$ cat src/rtl/pdw_pkg.sv
// Shared types and constants for the heading PID wheel drive block.
package pdw_pkg;

    localparam int SPEED_W    = 10;
    localparam int GAIN_W     = 12;
    localparam int UPPER_W    = 17;
    localparam int ERR_W      = 15;
    localparam int DIFF_W     = ERR_W + 1;
    localparam int INTEG_W    = 24;
    localparam int SUM_W      = INTEG_W + 2;
    localparam int DRV_W      = 38;
    localparam int CFG_ADDR_W = 3;
    localparam int CFG_DATA_W = 17;
    localparam int S_DATA_W   = 16;
    localparam int M_DATA_W   = 24;

    localparam logic [SPEED_W-1:0] SPEED_RST = 10'd1023;
    localparam logic [GAIN_W-1:0]  PROP_RST  = 12'd2000;
    localparam logic [GAIN_W-1:0]  INTEG_RST = 12'd100;
    localparam logic [GAIN_W-1:0]  DERIV_RST = 12'd750;
    localparam logic [UPPER_W-1:0] UPPER_RST = 17'd40960;

    typedef enum logic [CFG_ADDR_W-1:0] {
        REG_SPEED = 3'd0,
        REG_PROP  = 3'd1,
        REG_INTEG = 3'd2,
        REG_DERIV = 3'd3,
        REG_UPPER = 3'd4
    } t_cfg_reg;

    typedef struct packed {
        logic [SPEED_W-1:0] speed_limit;
        logic [GAIN_W-1:0]  prop_gain;
        logic [GAIN_W-1:0]  integ_gain;
        logic [GAIN_W-1:0]  deriv_gain;
        logic [UPPER_W-1:0] integ_upper;
    } t_cfg;

    typedef struct packed {
        logic                    advance;
        logic                    tick_due;
        logic signed [ERR_W-1:0] heading_error;
    } t_step;

endpackage

$ cat src/rtl/pdw_cfg_regs.sv
// Configuration register bank with plain write port.
module pdw_cfg_regs
    import pdw_pkg::*;
(
    input  logic                  i_clk,
    input  logic                  i_rst_n,
    input  logic                  i_cfg_we,
    input  logic [CFG_ADDR_W-1:0] i_cfg_addr,
    input  logic [CFG_DATA_W-1:0] i_cfg_wdata,
    output t_cfg                  o_cfg
);

    t_cfg r_cfg;

    always_ff @(posedge i_clk) begin
        if (!i_rst_n) begin
            r_cfg.speed_limit <= SPEED_RST;
            r_cfg.prop_gain   <= PROP_RST;
            r_cfg.integ_gain  <= INTEG_RST;
            r_cfg.deriv_gain  <= DERIV_RST;
            r_cfg.integ_upper <= UPPER_RST;
        end else if (i_cfg_we) begin
            case (i_cfg_addr)
                REG_SPEED: begin
                    r_cfg.speed_limit <= i_cfg_wdata[SPEED_W-1:0];
                end
                REG_PROP: begin
                    r_cfg.prop_gain <= i_cfg_wdata[GAIN_W-1:0];
                end
                REG_INTEG: begin
                    r_cfg.integ_gain <= i_cfg_wdata[GAIN_W-1:0];
                end
                REG_DERIV: begin
                    r_cfg.deriv_gain <= i_cfg_wdata[GAIN_W-1:0];
                end
                REG_UPPER: begin
                    r_cfg.integ_upper <= i_cfg_wdata[UPPER_W-1:0];
                end
                default: begin
                end
            endcase
        end
    end

    assign o_cfg = r_cfg;

endmodule

$ cat src/rtl/pdw_pid_core.sv
// PID datapath with integral, previous error and held wheel drive registers.
module pdw_pid_core
    import pdw_pkg::*;
#(
    parameter int FRAC_BITS = 12
)
(
    input  logic               i_clk,
    input  logic               i_rst_n,
    input  t_cfg               i_cfg,
    input  t_step              i_step,
    output logic [SPEED_W-1:0] o_left,
    output logic [SPEED_W-1:0] o_right
);

    localparam logic signed [SUM_W-1:0] INTEG_MIN =
        {{(SUM_W-INTEG_W+1){1'b1}}, {(INTEG_W-1){1'b0}}};

    logic signed [INTEG_W-1:0]       r_integ;
    logic signed [ERR_W-1:0]         r_last;
    logic [SPEED_W-1:0]              r_left;
    logic [SPEED_W-1:0]              r_right;

    logic signed [INTEG_W-1:0]       n_integ;
    logic [SPEED_W-1:0]              n_left;
    logic [SPEED_W-1:0]              n_right;

    logic signed [SUM_W-1:0]         sum_raw;
    logic signed [SUM_W-1:0]         sum_upper;
    logic signed [SUM_W-1:0]         sum_clamp;
    logic signed [DIFF_W-1:0]        diff;
    logic signed [GAIN_W+ERR_W:0]    p_prod;
    logic signed [GAIN_W+INTEG_W:0]  i_prod;
    logic signed [GAIN_W+DIFF_W:0]   d_prod;
    logic signed [DRV_W-1:0]         drv;
    logic signed [DRV_W-1:0]         lim;
    logic signed [DRV_W-1:0]         drv_clamp;
    logic signed [DRV_W-1:0]         drv_abs;
    logic                            drv_neg;
    logic [SPEED_W-1:0]              mag;
    logic [SPEED_W-1:0]              reduced;

    always_comb begin
        sum_raw   = SUM_W'(r_integ) + SUM_W'(i_step.heading_error) + SUM_W'(r_last);
        sum_upper = $signed({{(SUM_W-UPPER_W){1'b0}}, i_cfg.integ_upper});
        if (sum_raw > sum_upper) begin
            sum_clamp = sum_upper;
        end else if (sum_raw < INTEG_MIN) begin
            sum_clamp = INTEG_MIN;
        end else begin
            sum_clamp = sum_raw;
        end
        n_integ = sum_clamp[INTEG_W-1:0];

        diff   = DIFF_W'(i_step.heading_error) - DIFF_W'(r_last);
        p_prod = $signed({1'b0, i_cfg.prop_gain}) * i_step.heading_error;
        i_prod = $signed({1'b0, i_cfg.integ_gain}) * n_integ;
        d_prod = $signed({1'b0, i_cfg.deriv_gain}) * diff;
        drv    = DRV_W'(p_prod) + DRV_W'(i_prod) + DRV_W'(d_prod);

        lim = $signed(DRV_W'(i_cfg.speed_limit) << FRAC_BITS);
        if (drv > lim) begin
            drv_clamp = lim;
        end else if (drv < -lim) begin
            drv_clamp = -lim;
        end else begin
            drv_clamp = drv;
        end

        drv_neg = drv_clamp[DRV_W-1];
        drv_abs = drv_neg ? -drv_clamp : drv_clamp;
        mag     = drv_abs[FRAC_BITS+SPEED_W-1:FRAC_BITS];
        reduced = i_cfg.speed_limit - mag;

        if (drv_neg) begin
            n_left  = reduced;
            n_right = i_cfg.speed_limit;
        end else begin
            n_left  = i_cfg.speed_limit;
            n_right = reduced;
        end
    end

    always_ff @(posedge i_clk) begin
        if (!i_rst_n) begin
            r_integ <= '0;
            r_last  <= '0;
            r_left  <= '0;
            r_right <= '0;
        end else if (i_step.advance && i_step.tick_due) begin
            r_integ <= n_integ;
            r_last  <= i_step.heading_error;
            r_left  <= n_left;
            r_right <= n_right;
        end
    end

    assign o_left  = r_left;
    assign o_right = r_right;

endmodule

$ cat src/rtl/pid_heading_to_wheel_drive.sv
// Top level of the heading PID controller driving two wheel PWM values.
//
// Input stream: i_s_tdata carries the signed heading error (fraction bits set
// by FRAC_BITS), i_s_tuser flags a due control tick. Output stream: o_m_tdata
// carries the left and right wheel PWM compare values.
// Each accepted item yields exactly one output item. A due item updates the
// integral, the previous error and the held drives; an item that is not due
// repeats the held drives unchanged.
// The input register loads at the accepting edge; o_m_tvalid rises when the item
// moves on into the result register, which waits while the output stalls. Throughput:
// one item per cycle while the receiver does not stall, set by the single registered pass
// through the three gain multipliers.
// Configuration: write i_cfg_wdata to register i_cfg_addr (0 speed limit,
// 1 to 3 gains, 4 integral upper clamp) with i_cfg_we, only while idle.
// Reset (synchronous, active low) empties both registers, zeroes the integral,
// previous error and held drives, and restores the default gains and limits.
// When the receiver stalls, the output item holds and the input register keeps
// one further item; o_s_tready then falls until the output moves on.
module pid_heading_to_wheel_drive
    import pdw_pkg::*;
#(
    parameter int FRAC_BITS = 12
)
(
    input  logic                  i_clk,
    input  logic                  i_rst_n,
    input  logic                  i_s_tvalid,
    output logic                  o_s_tready,
    input  logic [S_DATA_W-1:0]   i_s_tdata,   // [14:0] heading_error, [15] zero
    input  logic                  i_s_tuser,   // [0] tick_due
    output logic                  o_m_tvalid,
    input  logic                  i_m_tready,
    output logic [M_DATA_W-1:0]   o_m_tdata,   // [9:0] left_drive, [19:10] right_drive
    input  logic                  i_cfg_we,
    input  logic [CFG_ADDR_W-1:0] i_cfg_addr,
    input  logic [CFG_DATA_W-1:0] i_cfg_wdata
);

    t_cfg                    w_cfg;
    t_step                   w_step;
    logic [SPEED_W-1:0]      w_left;
    logic [SPEED_W-1:0]      w_right;

    logic                    r_in_valid;
    logic signed [ERR_W-1:0] r_in_err;
    logic                    r_in_due;
    logic                    r_out_valid;
    logic                    advance;

    assign advance    = r_in_valid && (!r_out_valid || i_m_tready);
    assign o_s_tready = !r_in_valid || advance;

    always_ff @(posedge i_clk) begin
        if (!i_rst_n) begin
            r_in_valid  <= 1'b0;
            r_out_valid <= 1'b0;
        end else begin
            if (i_s_tvalid && o_s_tready) begin
                r_in_valid <= 1'b1;
            end else if (advance) begin
                r_in_valid <= 1'b0;
            end
            if (advance) begin
                r_out_valid <= 1'b1;
            end else if (i_m_tready) begin
                r_out_valid <= 1'b0;
            end
        end
    end

    always_ff @(posedge i_clk) begin
        if (i_s_tvalid && o_s_tready) begin
            r_in_err <= $signed(i_s_tdata[ERR_W-1:0]);
            r_in_due <= i_s_tuser;
        end
    end

    assign w_step.advance       = advance;
    assign w_step.tick_due      = r_in_due;
    assign w_step.heading_error = r_in_err;

    pdw_cfg_regs u_cfg (
        .i_clk       (i_clk),
        .i_rst_n     (i_rst_n),
        .i_cfg_we    (i_cfg_we),
        .i_cfg_addr  (i_cfg_addr),
        .i_cfg_wdata (i_cfg_wdata),
        .o_cfg       (w_cfg)
    );

    pdw_pid_core #(
        .FRAC_BITS (FRAC_BITS)
    ) u_core (
        .i_clk   (i_clk),
        .i_rst_n (i_rst_n),
        .i_cfg   (w_cfg),
        .i_step  (w_step),
        .o_left  (w_left),
        .o_right (w_right)
    );

    assign o_m_tvalid = r_out_valid;
    assign o_m_tdata  = {{(M_DATA_W-2*SPEED_W){1'b0}}, w_right, w_left};

    a_reset_empties: assert property (@(posedge i_clk)
        !i_rst_n |=> !o_m_tvalid && !r_in_valid)
        else $error("pipeline not empty after reset");

    a_idle_tick_holds: assert property (@(posedge i_clk) disable iff (!i_rst_n)
        advance && !r_in_due |=> $stable(o_m_tdata))
        else $error("drives changed on a tick that was not due");

    a_one_wheel_full: assert property (@(posedge i_clk) disable iff (!i_rst_n)
        advance && r_in_due |=>
            (w_left == $past(w_cfg.speed_limit)) || (w_right == $past(w_cfg.speed_limit)))
        else $error("neither wheel at speed limit after update");

    a_stall_blocks: assert property (@(posedge i_clk) disable iff (!i_rst_n)
        r_in_valid && r_out_valid && !i_m_tready |-> !o_s_tready)
        else $error("item taken while both registers held");

endmodule

$ cat config.mk
export PLATFORM = sky130hd
export DESIGN_NAME = pid_heading_to_wheel_drive
export DESIGN_NICKNAME = d
export VERILOG_FILES = /design/src/rtl/pdw_pkg.sv /design/src/rtl/pdw_cfg_regs.sv /design/src/rtl/pdw_pid_core.sv /design/src/rtl/pid_heading_to_wheel_drive.sv
export SDC_FILE = /design/constraint.sdc
export NUM_CORES = 2
export LEC_CHECK = 0
export BUFFER_PORTS_ARGS = -buffer_cell sky130_fd_sc_hd__buf_2
export CORE_ASPECT_RATIO = 0.6
export CORE_MARGIN = 2
export CORE_UTILIZATION = 50
export DETAILED_ROUTE_END_ITERATION = 8
export GPL_TIMING_DRIVEN = 0
export HOLD_SLACK_MARGIN = 0.15
export PLACE_DENSITY = 0.68
export SETUP_SLACK_MARGIN = 0.2
export SYNTH_ARGS = -nofsm -noshare
export SYNTH_HDL_FRONTEND = slang
export SYNTH_SLANG_ARGS = --single-unit
$ cat constraint.sdc
create_clock -name i_clk -period 15.8 [get_ports i_clk]
set_input_delay 1.58 -clock i_clk [delete_from_list [all_inputs] [get_ports i_clk]]
set_output_delay 1.58 -clock i_clk [all_outputs]
set_load 0.005 [all_outputs]
==> impl_metrics.yaml <==
status:
  outcome: "finished, violations left"
  violations: "setup timing"
critical_path:
  crit_start: "r_in_err[9]"
  critPathKind: "register to register"
  cpMostUsedCell: "fa_1"
  cpPeakStageDelay_ns: 0.86
  critPathArrivalTime_ns: 17.89
  crit_buf_inv: 12
  cp-start-kind: "register"
  cp.required_ns: 16.21
  cp_max_fo: 7
  critPathCaptureType: "register"
  critPathTopFamily: "adder cells"
  rr_startpoint: "r_in_err[9]"
  cp_slowest_cell: "edfxtp_1"
routing:
  routed_wl_um: 128500
  via_per_inst: 5.605
  first_pass_iters: 6
  first_iter_violations: 3621
  drt-wirelength-per-cell_um: 23.75
  vias: 30335
  drc: 0
  postRouteAntennaNets: 0
yosys:
  ys.flop_type: "dfxtp_1"
  synthesis.area_um2: 36690
  synth.avg_cell_area_um2: 8.722
  seq_area_frac_synth_pct: 8.075
  ys_ff_latch: 140
  async_flop_share_pct: 0
  synth_edf_count: 16
  synthCells: 4207
  yosysUniqueCellTypes: 82
  yosysWarnings: 0
sta:
  rsz0062_at_grt: "true"
  slew_headroom_pct: 6.423
  tightestPinTransition_ns: 1.404
  finalCriticalPeriod_ns: 17.47
  final.setup_skew_ns: 0.02053
  setup-tns-final_ns: -17.99
  setup_ws_ns: -1.674
  fin_crit_sh_pct: 110.6
  drv_slew: 0
  setup_viol: 20
  max_freq_mhz: 57.23
  hold_violations: 0
floorplan:
  die_y_um: 213.8
  dieArea_um2: 75640
  pin_count: 68
  initial_core_util_pct: 50.84
  core-area_um2: 72170
  fp-row-count: 76
  die_x_um: 353.7
place:
  dp_hpwl_um: 106500
  routabilityCongestion: 1.030
  numPortBuffers: 61
global_route:
  grt_usage_pct: 34.98
  grt_overflow: 0
  grt_pass1_vias: 29984
  grtUsageMet3_pct: 18.72
  grt_max_degree: 17
  grt_use_met1_pct: 52.38
  grt-busiest-layer: "met1"
  use_met2_pct: 43.62
  grt_antenna_before_repair: 8
  grt_pass1_wl_um: 193300
clocking:
  clk_pin_slew_ns: 0.06
  worstSkewPairLatency_ns: 0.51
  cts_root_buf: "clkbuf_16"
  htreeDepth: 4
  clk_path_buf_depth: 3
  cts.sinks: 140
  cts_buffers: 25
  ctsHoldBuffers: 0
  cts_tree: "built"
cells_and_area:
  seqCellArea_um2: 2963
  fin_nets: 5532
  n_fill_cell: 6345
  drive_gt1_share_pct: 12.05
  final_cell_mix: "inv_1, fa_1, nand2_1"
  multi_input_area_um2: 30610
  syn_to_final_growth_pct: 13.79
  layout_commonest_cell: "inv_1"
hold_path:
  hold_start: "u_core.r_last[1]"
  holdCritPathClass: "register to register"
job:
  maxCapViolations: 0
## area by class of cell
| type | count | share of cell area [%] |
|---|---|---|
| diodes | 7 | 0.04195 |
| plain buffers | 194 | 2.421 |
| clock buffers | 29 | 1.609 |
| clock inverters | 4 | 0.05094 |
| inverters | 1006 | 9.062 |
| multi-input cells | 2870 | 73.31 |
| flip-flops and latches | 140 | 7.096 |
| well taps | 975 | 2.922 |
| repair buffers | 187 | 3.482 |
## routing by layer
layer	wire, um	part of all wire, %	up-vias
met5	43	0.033	-
met4	2875	2.2	6
met3	23590	18	222
met2	46160	36	1937
met1	55850	43	15053
li1	-	-	13117
## registers in the layout (all words and copies together), names as in the netlist
name	flops
u_core.r_last	15
o_m_tvalid	1
u_core.r_integ	24
r_in_valid	1
u_cfg.o_cfg	63
u_core.o_right	10
u_core.o_left	10
r_in_err	15
r_in_due	1
## worst paths after layout
kind	depth (start not counted)	endpoint	slack, ns
worst min register to register	2	u_core.r_last[1]	0.46
worst min-delay path	2	u_core.r_last[1]	0.46
worst max register to register	73	u_core.o_left[9]	-1.67
worst max-delay path	73	u_core.o_left[9]	-1.67
## worst reg2reg max path, delay by kind of cell (launching register included)
kind	cells	cell delay, ns
buffers and inverters	12	1.46
DFF	1	0.86
AOI/OAI and AO/OA	30	5.55
xor gates and xnor gates	2	0.54
muxes	3	0.80
adders and majority gates	14	5.95
and+or+nand+nor	12	2.21
## synth_stat cells (10+ instances only)
cell type  instances  area, um2
nand3_1           55      275.3
o211ai_1          27      202.7
nand2b_1          41      256.5
o21ai_0           77      385.4
mux2i_1           32      320.3
nor2_1           102      382.9
nor3_1            38      190.2
o21ai_1           15      75.07
ha_1             274       3428
inv_1           1003       3765
and2_1           208       1301
o21a_1            20      150.1
clkbuf_1         163      611.8
xnor2_1           55      481.7
o21ba_2           13      130.1
fa_1             792      15860
nor2b_1           62      387.9
and3_1            31      193.9
a21boi_0          10      75.07
dfxtp_1          124       2482
buf_2             18      90.09
xor2_1            29      254.0
edfxtp_1          16      480.5
nand4_1           15      93.84
nand2_1          625       2346
a211oi_1          18      135.1
a21o_1            23      172.7
a21oi_1          152      760.7
## repair_timing
| item | in CTS | in global routing |
|---|---|---|
| pin swaps | 118 | 153 |
| cloned | 3 | 2 |
| setup buffers | 75 | 45 |
| resized for setup | 187 | 172 |
| setup endpoints to repair | 20 | 20 |
## cell families (layout without fill, tap and decap cells)
family	Yosys count	in the layout	share of synthesized area, %
muxes	36	36	1.037
adders and majority gates	1066	1066	52.56
DFF	140	140	8.075
and+or+nand+nor	1226	1226	15.89
xor gates and xnor gates	84	84	2.005
other	1	11	0.01022
buffers and inverters	1200	1420	12.43
AOI/OAI and AO/OA	454	454	8.000
## through the flow
step / hold slack [ns] / setup slack, ns / cell area [um2] / util (%) / std cells
final: 0.4577 / -1.674 / 41750 / 57.85 / 5412
after global routing: 0.4928 / -2.104 / 41740 / 57.83 / 5405
after CTS: 0.4537 / -1.540 / 40690 / 56.38 / 5358
after detailed placement: 0.4467 / -3.877 / 38470 / 53.30 / 5247
after global placement: 0.4421 / -3.962 / 38450 / 53.27 / 5246
after floorplan: 0.4363 / 0.08601 / 36920 / - / 4210
Power is left out: the tool's default activity adds up to more than one toggle a clock period on the data nets, which glitch-free logic cannot reach.
